<file path="src/rtl/assert_macros.svh">
// ---------------------------------------------------------------------------
// Assertion macros
// Shared concurrent assertion shorthands, clocked, disabled during reset.
// ---------------------------------------------------------------------------
`ifndef ASSERT_MACROS_SVH
`define ASSERT_MACROS_SVH

// same-cycle implication
`define ASSERT_IMPLIES(label, clk, rst_n, ante, cons, msg) \
  label: assert property (@(posedge clk) disable iff (!rst_n) (ante) |-> (cons)) \
    else $error(msg);

// next-cycle implication
`define ASSERT_NEXT(label, clk, rst_n, ante, cons, msg) \
  label: assert property (@(posedge clk) disable iff (!rst_n) (ante) |=> (cons)) \
    else $error(msg);

`endif

</file>
<file path="src/rtl/iirf4_pkg.sv">
// ---------------------------------------------------------------------------
// iirf4_pkg
// Types, codes and constants shared by the fourth-order IIR filter.
// ---------------------------------------------------------------------------
`timescale 1ns / 1ps

package iirf4_pkg;

  localparam int SAMPLE_IN_W = 32;
  localparam int COEFF_W     = 32;
  localparam int CFG_DATA_W  = 64;
  localparam int CFG_IDX_W   = 3;
  localparam int FF_TAPS     = 5;
  localparam int FB_TAPS     = 4;
  localparam int HIST_DEPTH  = 4;

  localparam logic OP_FILTER = 1'b0;
  localparam logic OP_PRESET = 1'b1;

  localparam logic [CFG_IDX_W-1:0] CFG_FF_0_1 = 3'd0;
  localparam logic [CFG_IDX_W-1:0] CFG_FF_2_3 = 3'd1;
  localparam logic [CFG_IDX_W-1:0] CFG_FF_4   = 3'd2;
  localparam logic [CFG_IDX_W-1:0] CFG_FB_1_2 = 3'd3;
  localparam logic [CFG_IDX_W-1:0] CFG_FB_3_4 = 3'd4;

  typedef logic signed [COEFF_W-1:0] coeff_t;

  // input register state seen by the rest of the block
  typedef struct packed {
    logic valid;
    logic preset;
    logic clipped;
  } iirf4_ctl_t;

  // largest sample of a sw-bit range, as a full-width word
  function automatic logic [SAMPLE_IN_W-1:0] range_max(input int unsigned sw);
    logic [63:0] m;
    m = (64'd1 << (sw - 1)) - 64'd1;
    range_max = m[SAMPLE_IN_W-1:0];
  endfunction

endpackage

</file>
<file path="src/rtl/iirf4_in_reg.sv">
// ---------------------------------------------------------------------------
// iirf4_in_reg
// Input register: takes a beat, clamps the sample to the sample range.
// ---------------------------------------------------------------------------
`timescale 1ns / 1ps

module iirf4_in_reg import iirf4_pkg::*; #(
  parameter int SAMPLE_WIDTH = 32
) (
  input  logic                           clk,
  input  logic                           rst_n,
  input  logic                           in_valid,
  output logic                           in_stall,
  input  logic                           in_operation,
  input  logic signed [SAMPLE_IN_W-1:0]  in_sample_value,
  input  logic                           adv,
  output iirf4_ctl_t                     ctl,
  output logic signed [SAMPLE_WIDTH-1:0] x
);

  localparam logic signed [SAMPLE_IN_W-1:0] SMAX = $signed(range_max(SAMPLE_WIDTH));
  localparam logic signed [SAMPLE_IN_W-1:0] SMIN = ~SMAX;

  logic                           valid_r;
  logic                           valid_nxt;
  logic                           preset_r;
  logic                           clipped_r;
  logic                           clipped_nxt;
  logic signed [SAMPLE_WIDTH-1:0] x_r;
  logic signed [SAMPLE_IN_W-1:0]  x_nxt;
  logic                           load;

  assign in_stall = valid_r && !adv;
  assign load     = in_valid && !in_stall;

  always_comb begin
    clipped_nxt = 1'b0;
    x_nxt       = in_sample_value;
    if (in_sample_value > SMAX) begin
      x_nxt       = SMAX;
      clipped_nxt = 1'b1;
    end else if (in_sample_value < SMIN) begin
      x_nxt       = SMIN;
      clipped_nxt = 1'b1;
    end
  end

  assign valid_nxt = load ? 1'b1 : (adv ? 1'b0 : valid_r);

  always_ff @(posedge clk) begin
    if (!rst_n) begin
      valid_r <= 1'b0;
    end else begin
      valid_r <= valid_nxt;
    end
  end

  always_ff @(posedge clk) begin
    if (load) begin
      preset_r  <= (in_operation == OP_PRESET);
      clipped_r <= clipped_nxt;
      x_r       <= x_nxt[SAMPLE_WIDTH-1:0];
    end
  end

  assign ctl.valid   = valid_r;
  assign ctl.preset  = preset_r;
  assign ctl.clipped = clipped_r;
  assign x           = x_r;

endmodule

</file>
<file path="config.mk">
export PLATFORM = sky130hd
export DESIGN_NAME = iirf4_in_reg
export DESIGN_NICKNAME = d
export VERILOG_FILES = /design/src/rtl/assert_macros.svh /design/src/rtl/iirf4_pkg.sv /design/src/rtl/iirf4_in_reg.sv
export SDC_FILE = /design/constraint.sdc
export NUM_CORES = 1
export LEC_CHECK = 0
export CAP_MARGIN = 25
export CORE_ASPECT_RATIO = 0.8
export CORE_MARGIN = 2
export CORE_UTILIZATION = 35
export CTS_CLUSTER_DIAMETER = 50
export CTS_CLUSTER_SIZE = 8
export DETAILED_ROUTE_END_ITERATION = 12
export DONT_BUFFER_PORTS = 1
export PLACE_DENSITY_LB_ADDON = 0.1
export SKIP_LAST_GASP = 1
export SLEW_MARGIN = 0
export SYNTH_ARGS = -nofsm -noshare
export SYNTH_HDL_FRONTEND = slang
export SYNTH_SLANG_ARGS = --single-unit
</file>
<file path="constraint.sdc">
create_clock -name clk -period 2.5 [get_ports clk]
set_input_delay 0.125 -clock clk [delete_from_list [all_inputs] [get_ports clk]]
set_output_delay 0.125 -clock clk [all_outputs]
set_load 0.05 [all_outputs]
</file>
==> results of run 1 <==
-- critical path, stage by stage (launching register included) --
cell           delay [ns]
dfxtp_1              0.31
buf_4                0.19
nor2b_4              0.41
o21a_1               0.16
dlygate4sd3_1        0.53
-- cells by family (layout without fill, tap and decap cells) --
| group | count (synthesis) | count (layout) |
|---|---|---|
| flops | 35 | 35 |
| buf+inv | 35 | 45 |
| simple gates | 2 | 2 |
| other cells | 1 | 1 |
| compound gates | 1 | 1 |
-- worst paths after layout --
check | cells past startpoint | endpoint | start
worst min-delay path | 1 | in_stall | adv
worst min register to register | 4 | x[25] | valid_r
worst max register to register | 4 | valid_r | valid_r
worst max-delay path | 4 | valid_r | valid_r
-- per-stage QoR --
stage	instances	hold slack [ns]	area (sq um)	utilization, %	power, uW
after floorplan	74	0.224	1210	-	859
after global placement	83	0.224	1150	34.0	852
after detailed placement	83	0.224	1150	34.0	854
after CTS	126	0.321	1600	47.3	1330
after global routing	126	0.322	1600	47.3	1370
final	126	0.321	1600	47.3	1310
-- state kept, by name, indices dropped and copies added (netlist names) --
| name | cells |
|---|---|
| clipped_r | 1 |
| preset_r | 1 |
| x | 32 |
| valid_r | 1 |
-- cell usage in the layout, fill, tap and decap left out --
cell type | synthesis | final
clkbuf_8 | 0 | 7
dfxtp_1 | 1 | 1
clkbuf_1 | 32 | 1
buf_4 | 3 | 2
nor2b_4 | 1 | 2
o21a_1 | 1 | 1
conb_1 | 1 | 1
edfxtp_1 | 34 | 34
dlygate4sd3_1 | 0 | 35
-- power groups by stage --
stage	Clock, uW	Sequential, uW	Combinational [uW]
floorplan	0	814	45.0
global placement	0	825	27.0
detailed placement	0	825	28.7
CTS	443	813	72.1
global route	474	816	77.6
finish	423	812	70.6
-- routing by layer --
| layer | wire length (microns) | vias to the layer above | track usage (%) |
|---|---|---|---|
| met5 | 0 | - | 0 |
| li1 | - | 239 | - |
| met4 | 13 | 0 | 5.77 |
| met3 | 328 | 2 | 11.3 |
| met2 | 956 | 44 | 15.8 |
| met1 | 574 | 240 | 9.27 |
-- final cells by class --
| class | instances | area, sq um | share of cell area (%) |
|---|---|---|---|
| flip-flops and latches | 35 | 1040 | 65.2 |
| repair buffers | 37 | 365 | 22.9 |
| clock buffers | 8 | 100 | 6.26 |
| well taps | 42 | 52.6 | 3.29 |
| multi-input cells | 4 | 38.8 | 2.43 |
-- cells in the mapped netlist, drive strengths merged --
| cell | n | area share, % |
|---|---|---|
| edfxtp | 34 | 84 |
| clkbuf | 32 | 9.9 |
| buf | 3 | 1.9 |
| nor2b | 2 | 1.6 |
| conb | 1 | 0.31 |
| dfxtp | 1 | 1.6 |
| o21a | 1 | 0.62 |
==> impl_metrics.yaml, run 1 <==
outcome:
  status: "complete, no violations"
floorplanning:
  io_pins: 73
  die_w_microns: 69.9
  placementRows: 19
  coreArea_sq_um: 3380
  die-area_sq_um: 3960
  start_util_pct: 36.0
  die_h_microns: 56.7
clocking:
  clk-insertion-delay-late_ns: 0.27
  htreeDepth: 2
  cts_tree: "built"
  path_clk_slew_ns: 0.06
  hold_buffers: 35
  numCtsBuffers: 5
  cts.sinks: 35
  cts_buffer_depth: 2
  post_cts_resized: 0
  cts-root-buf: "clkbuf_8"
  postCtsSetupBuffers: 0
synthesis:
  ys_seq_area_share_pct: 85.7
  synth.area.mux_share_pct: 0
  synth_xor_area_share_pct: 0
  syn_nets: 111
  synth_top_family_by_area: "buffers and inverters"
  syn_avg_cell_area_sq_um: 16.4
  syn_inst: 74
  synth_seq_cells: 35
  synth_area_sq_um: 1210
  ys_types: 8
  synth_compound_area_share_pct: 0.618
  yosysWarnings: 0
  synthAdderAreaFrac_pct: 0
  synth-simple-area-share_pct: 1.65
global_route:
  grt_pass1_wl_microns: 3000
  grt_pass1_vias: 604
  antenna_found_initial: 0
  overflow: 0
  grt_max_degree: 35
  track_usage_pct: 10.8
timing:
  fin_tns_setup_ns: 0
  slew_viol_final: 0
  fin_worst_skew_ns: 0.00271
  rsz0062_at_grt: "false"
  fin_crit_ns: 1.67
  period_share_pct: 66.7
  fmax_mhz: 600
  hold_violations: 0
  fin_ws_ns: 0.833
  setup_violations: 0
pwr:
  p_leak_uw: 0.000565
  p_clk_share_pct: 32.4
  pwr-share-seq_pct: 62.2
  switchingPower_uw: 324
  combPwrFrac_pct: 5.4
  p_int_uw: 981
  peakVddDrop_mv: 0.422
  swShare_pct: 24.8
  p_per_area_nw_per_um2: 817
final_layout:
  final_net_count: 120
  drive_gt1_share_pct: 13.1
  area_growth_pct: 31.5
  fillers: 311
  antenna_cells: 0
routing:
  drtPass1Iterations: 4
  postRouteAntennaNets: 0
  drt-total-wl_microns: 1870
  viasPerCell: 4.17
  wl_per_cell_microns: 14.9
  drt_iter0_drc: 41
  routed-via-count: 525
  drcViolationCount: 0
critical_path:
  crit_path_end_kind: "flop"
  arrival_ns: 1.89
  required_ns: 2.72
  path_max_fanout: 3
  worstSetupPathType: "flop to flop"
  cp-start-kind: "flop"
  r2r_setup_slack_ns: 0.83
worst_hold_path:
  hp-class: "primary input to primary output"
placement:
  pre_cts_ws_ns: 0.944
  place_congestion: 0.607
  io_buffers: 0
flow_run:
  max_cap_violations: 0
Note: power is estimated with default switching activity, not from simulation.
==> run 2: changes to the inputs <==
--- a/config.mk
+++ b/config.mk
@@ -5,6 +5,7 @@
 export SDC_FILE = /design/constraint.sdc
 export NUM_CORES = 1
 export LEC_CHECK = 0
+export ABC_AREA = 1
 export CAP_MARGIN = 25
 export CORE_ASPECT_RATIO = 0.8
 export CORE_MARGIN = 2
==> constraint.sdc (replaced) <==
create_clock -name clk -period 1.7 [get_ports clk]
set_input_delay 0.085 -clock clk [delete_from_list [all_inputs] [get_ports clk]]
set_output_delay 0.085 -clock clk [all_outputs]
set_load 0.05 [all_outputs]
==> impl_metrics.yaml, run 2 <==
outcome:
  status: "complete, no violations"
global_route:
  antenna_found_initial: 0
  overflow: 0
  grt_max_degree: 35
  use_met1_pct: 10.1
  gr-usage-met3_pct: 10.2
  grt_pass1_wl_microns: 3100
  grt_pass1_vias: 591
  met2_usage_pct: 17.4
  top_usage_layer: "met2"
  track_usage_pct: 11.2
floorplanning:
  coreArea_sq_um: 3380
  die_w_microns: 69.9
  die-area_sq_um: 3970
  placementRows: 19
  start_util_pct: 36.1
  io_pins: 73
  die_h_microns: 56.8
final_layout:
  drive_gt1_share_pct: 12.4
  largest_reg_flops: 32
  final_cell_area_sq_um: 1600
  regArea_sq_um: 1040
  mostFrequentLayoutCells: "dlygate4sd3_1 (35), edfxtp_1 (34), clkbuf_8 (5)"
  final_net_count: 125
  fillers: 318
  multi_input_area_sq_um: 26.3
  area_growth_pct: 31.4
  layout_commonest_cell: "dlygate4sd3_1"
  antenna_cells: 0
critical_path:
  critical-path-top-delay-family: "buffers and inverters"
  cp_slowest_cell: "dlygate4sd3_1"
  critPathMaxStageDelay_ns: 0.57
  path_max_fanout: 2
  arrival_ns: 1.40
  worstSetupPathType: "flop to flop"
  crit_chain: "nand2_2 -> a21oi_1 -> dlygate4sd3_1"
  required_ns: 1.92
  cp-start-kind: "flop"
  path_buf_inv: 1
  crit_path_end_kind: "flop"
clocking:
  cts.sinks: 35
  postCtsSetupBuffers: 0
  numCtsBuffers: 5
  cts-root-buf: "clkbuf_8"
  path_clk_slew_ns: 0.06
  clk-insertion-delay-late_ns: 0.28
  htreeDepth: 2
  cts_buffer_depth: 2
  post_cts_resized: 0
  cts_tree: "built"
  hold_buffers: 35
pwr:
  p_leak_uw: 0.000577
  p_per_area_nw_per_um2: 1150
  p_int_uw: 1360
  peakVddDrop_mv: 0.551
  swShare_pct: 26.5
  p_clk_share_pct: 29.2
  combPwrFrac_pct: 6.1
  switchingPower_uw: 489
  pwr-share-seq_pct: 64.7
routing:
  routed-via-count: 554
  drt_iter0_drc: 57
  wl_per_cell_microns: 15.4
  drt-total-wl_microns: 2020
  viasPerCell: 4.23
  postRouteAntennaNets: 0
  drcViolationCount: 0
  drtPass1Iterations: 4
timing:
  fin_crit_ns: 1.18
  rsz0062_at_grt: "false"
  period_share_pct: 69.5
  fin_tns_setup_ns: 0
  hold_violations: 0
  slew_viol_final: 0
  fmax_mhz: 847
  setup_violations: 0
  fin_worst_skew_ns: 0.00300
placement:
  place_area_sq_um: 1170
  place_congestion: 0.605
  io_buffers: 0
  dp_hpwl_microns: 1360
synthesis:
  synth_seq_cells: 35
  synth_area_sq_um: 1220
  synthTopCellsByArea: "edfxtp_1 (84%), clkbuf_1 (9.9%), buf_4 (1.8%), dfxtp_1 (1.6%), inv_1 (0.92%)"
  synth_area_leader_cell: "edfxtp_1"
  ys_types: 10
  async_reset_ff_share_pct: 0
  yosysWarnings: 0
  synth_edf_count: 34
  syn_nets: 115
  post-synth-top-count-cell: "edfxtp_1"
  synth_top_area_share_pct: 83.9
  ys_seq_area_share_pct: 85.5
  syn_inst: 78
  synth_ff_type: "edfxtp_1"
  synth_common_cells: "edfxtp_1 (34), clkbuf_1 (32), buf_4 (3), inv_1 (3)"
  syn_avg_cell_area_sq_um: 15.6
flow_run:
  max_cap_violations: 0
worst_hold_path:
  hp-class: "primary input to flop"
[run 2: final cells by class]
class / count / area share, %
inverters: 4 / 0.938
flip-flops and latches: 35 / 65.1
multi-input cells: 4 / 1.64
clock buffers: 6 / 4.53
well taps: 42 / 3.28
clock inverters: 2 / 0.469
repair buffers: 38 / 24.1
[run 2: path summary, 6_finish.rpt]
path	to	from	slack, ns	cells after the start
hold reg to reg	x[19]	valid_r	0.87	4
setup / recovery	valid_r	valid_r	0.52	3
hold / removal	x[19]	in_valid	0.30	3
setup reg to reg	valid_r	valid_r	0.52	3
[run 2: power groups by stage]
stage	combinational (uW)	clock, uW	sequential [uW]
3_3_place_gp	46.6	0	1210
6_report	112	538	1190
4_1_cts	113	560	1200
2_1_floorplan	68.5	0	1200
3_5_place_dp	48.2	0	1210
5_1_grt	122	603	1200
[run 2: logic make-up (layout without fill, tap and decap cells)]
kind of cell           count (synthesis)  after routing  share of synthesized area (%)
AOI/OAI and AO/OA                      1              1                          0.411
and+or+nand+nor                        2              2                          0.822
buffers and inverters                 39             50                           12.9
other                                  1              1                          0.308
DFF                                   35             35                           85.5
[run 2: worst reg2reg max path, cell delays in order (launching register included)]
cell and delay, ns:
dfxtp_1 0.35, nand2_2 0.07, a21oi_1 0.14, dlygate4sd3_1 0.57
[run 2: per-stage QoR]
step	std cells	total power (uW)	utilization (%)	setup WS, ns	hold slack, ns
after floorplan	78	1260	-	0.267	0.184
after global placement	88	1260	34.7	0.668	0.184
after detailed placement	88	1260	34.7	0.641	0.184
after CTS	131	1870	47.4	0.565	0.291
after global routing	131	1920	47.4	0.446	0.292
final	131	1850	47.4	0.519	0.296
[run 2: metal layers]
layer,vias to the layer above,wire [microns]
li1,253,-
met1,258,736
met2,41,1010
met3,2,264
met4,0,13
met5,-,0
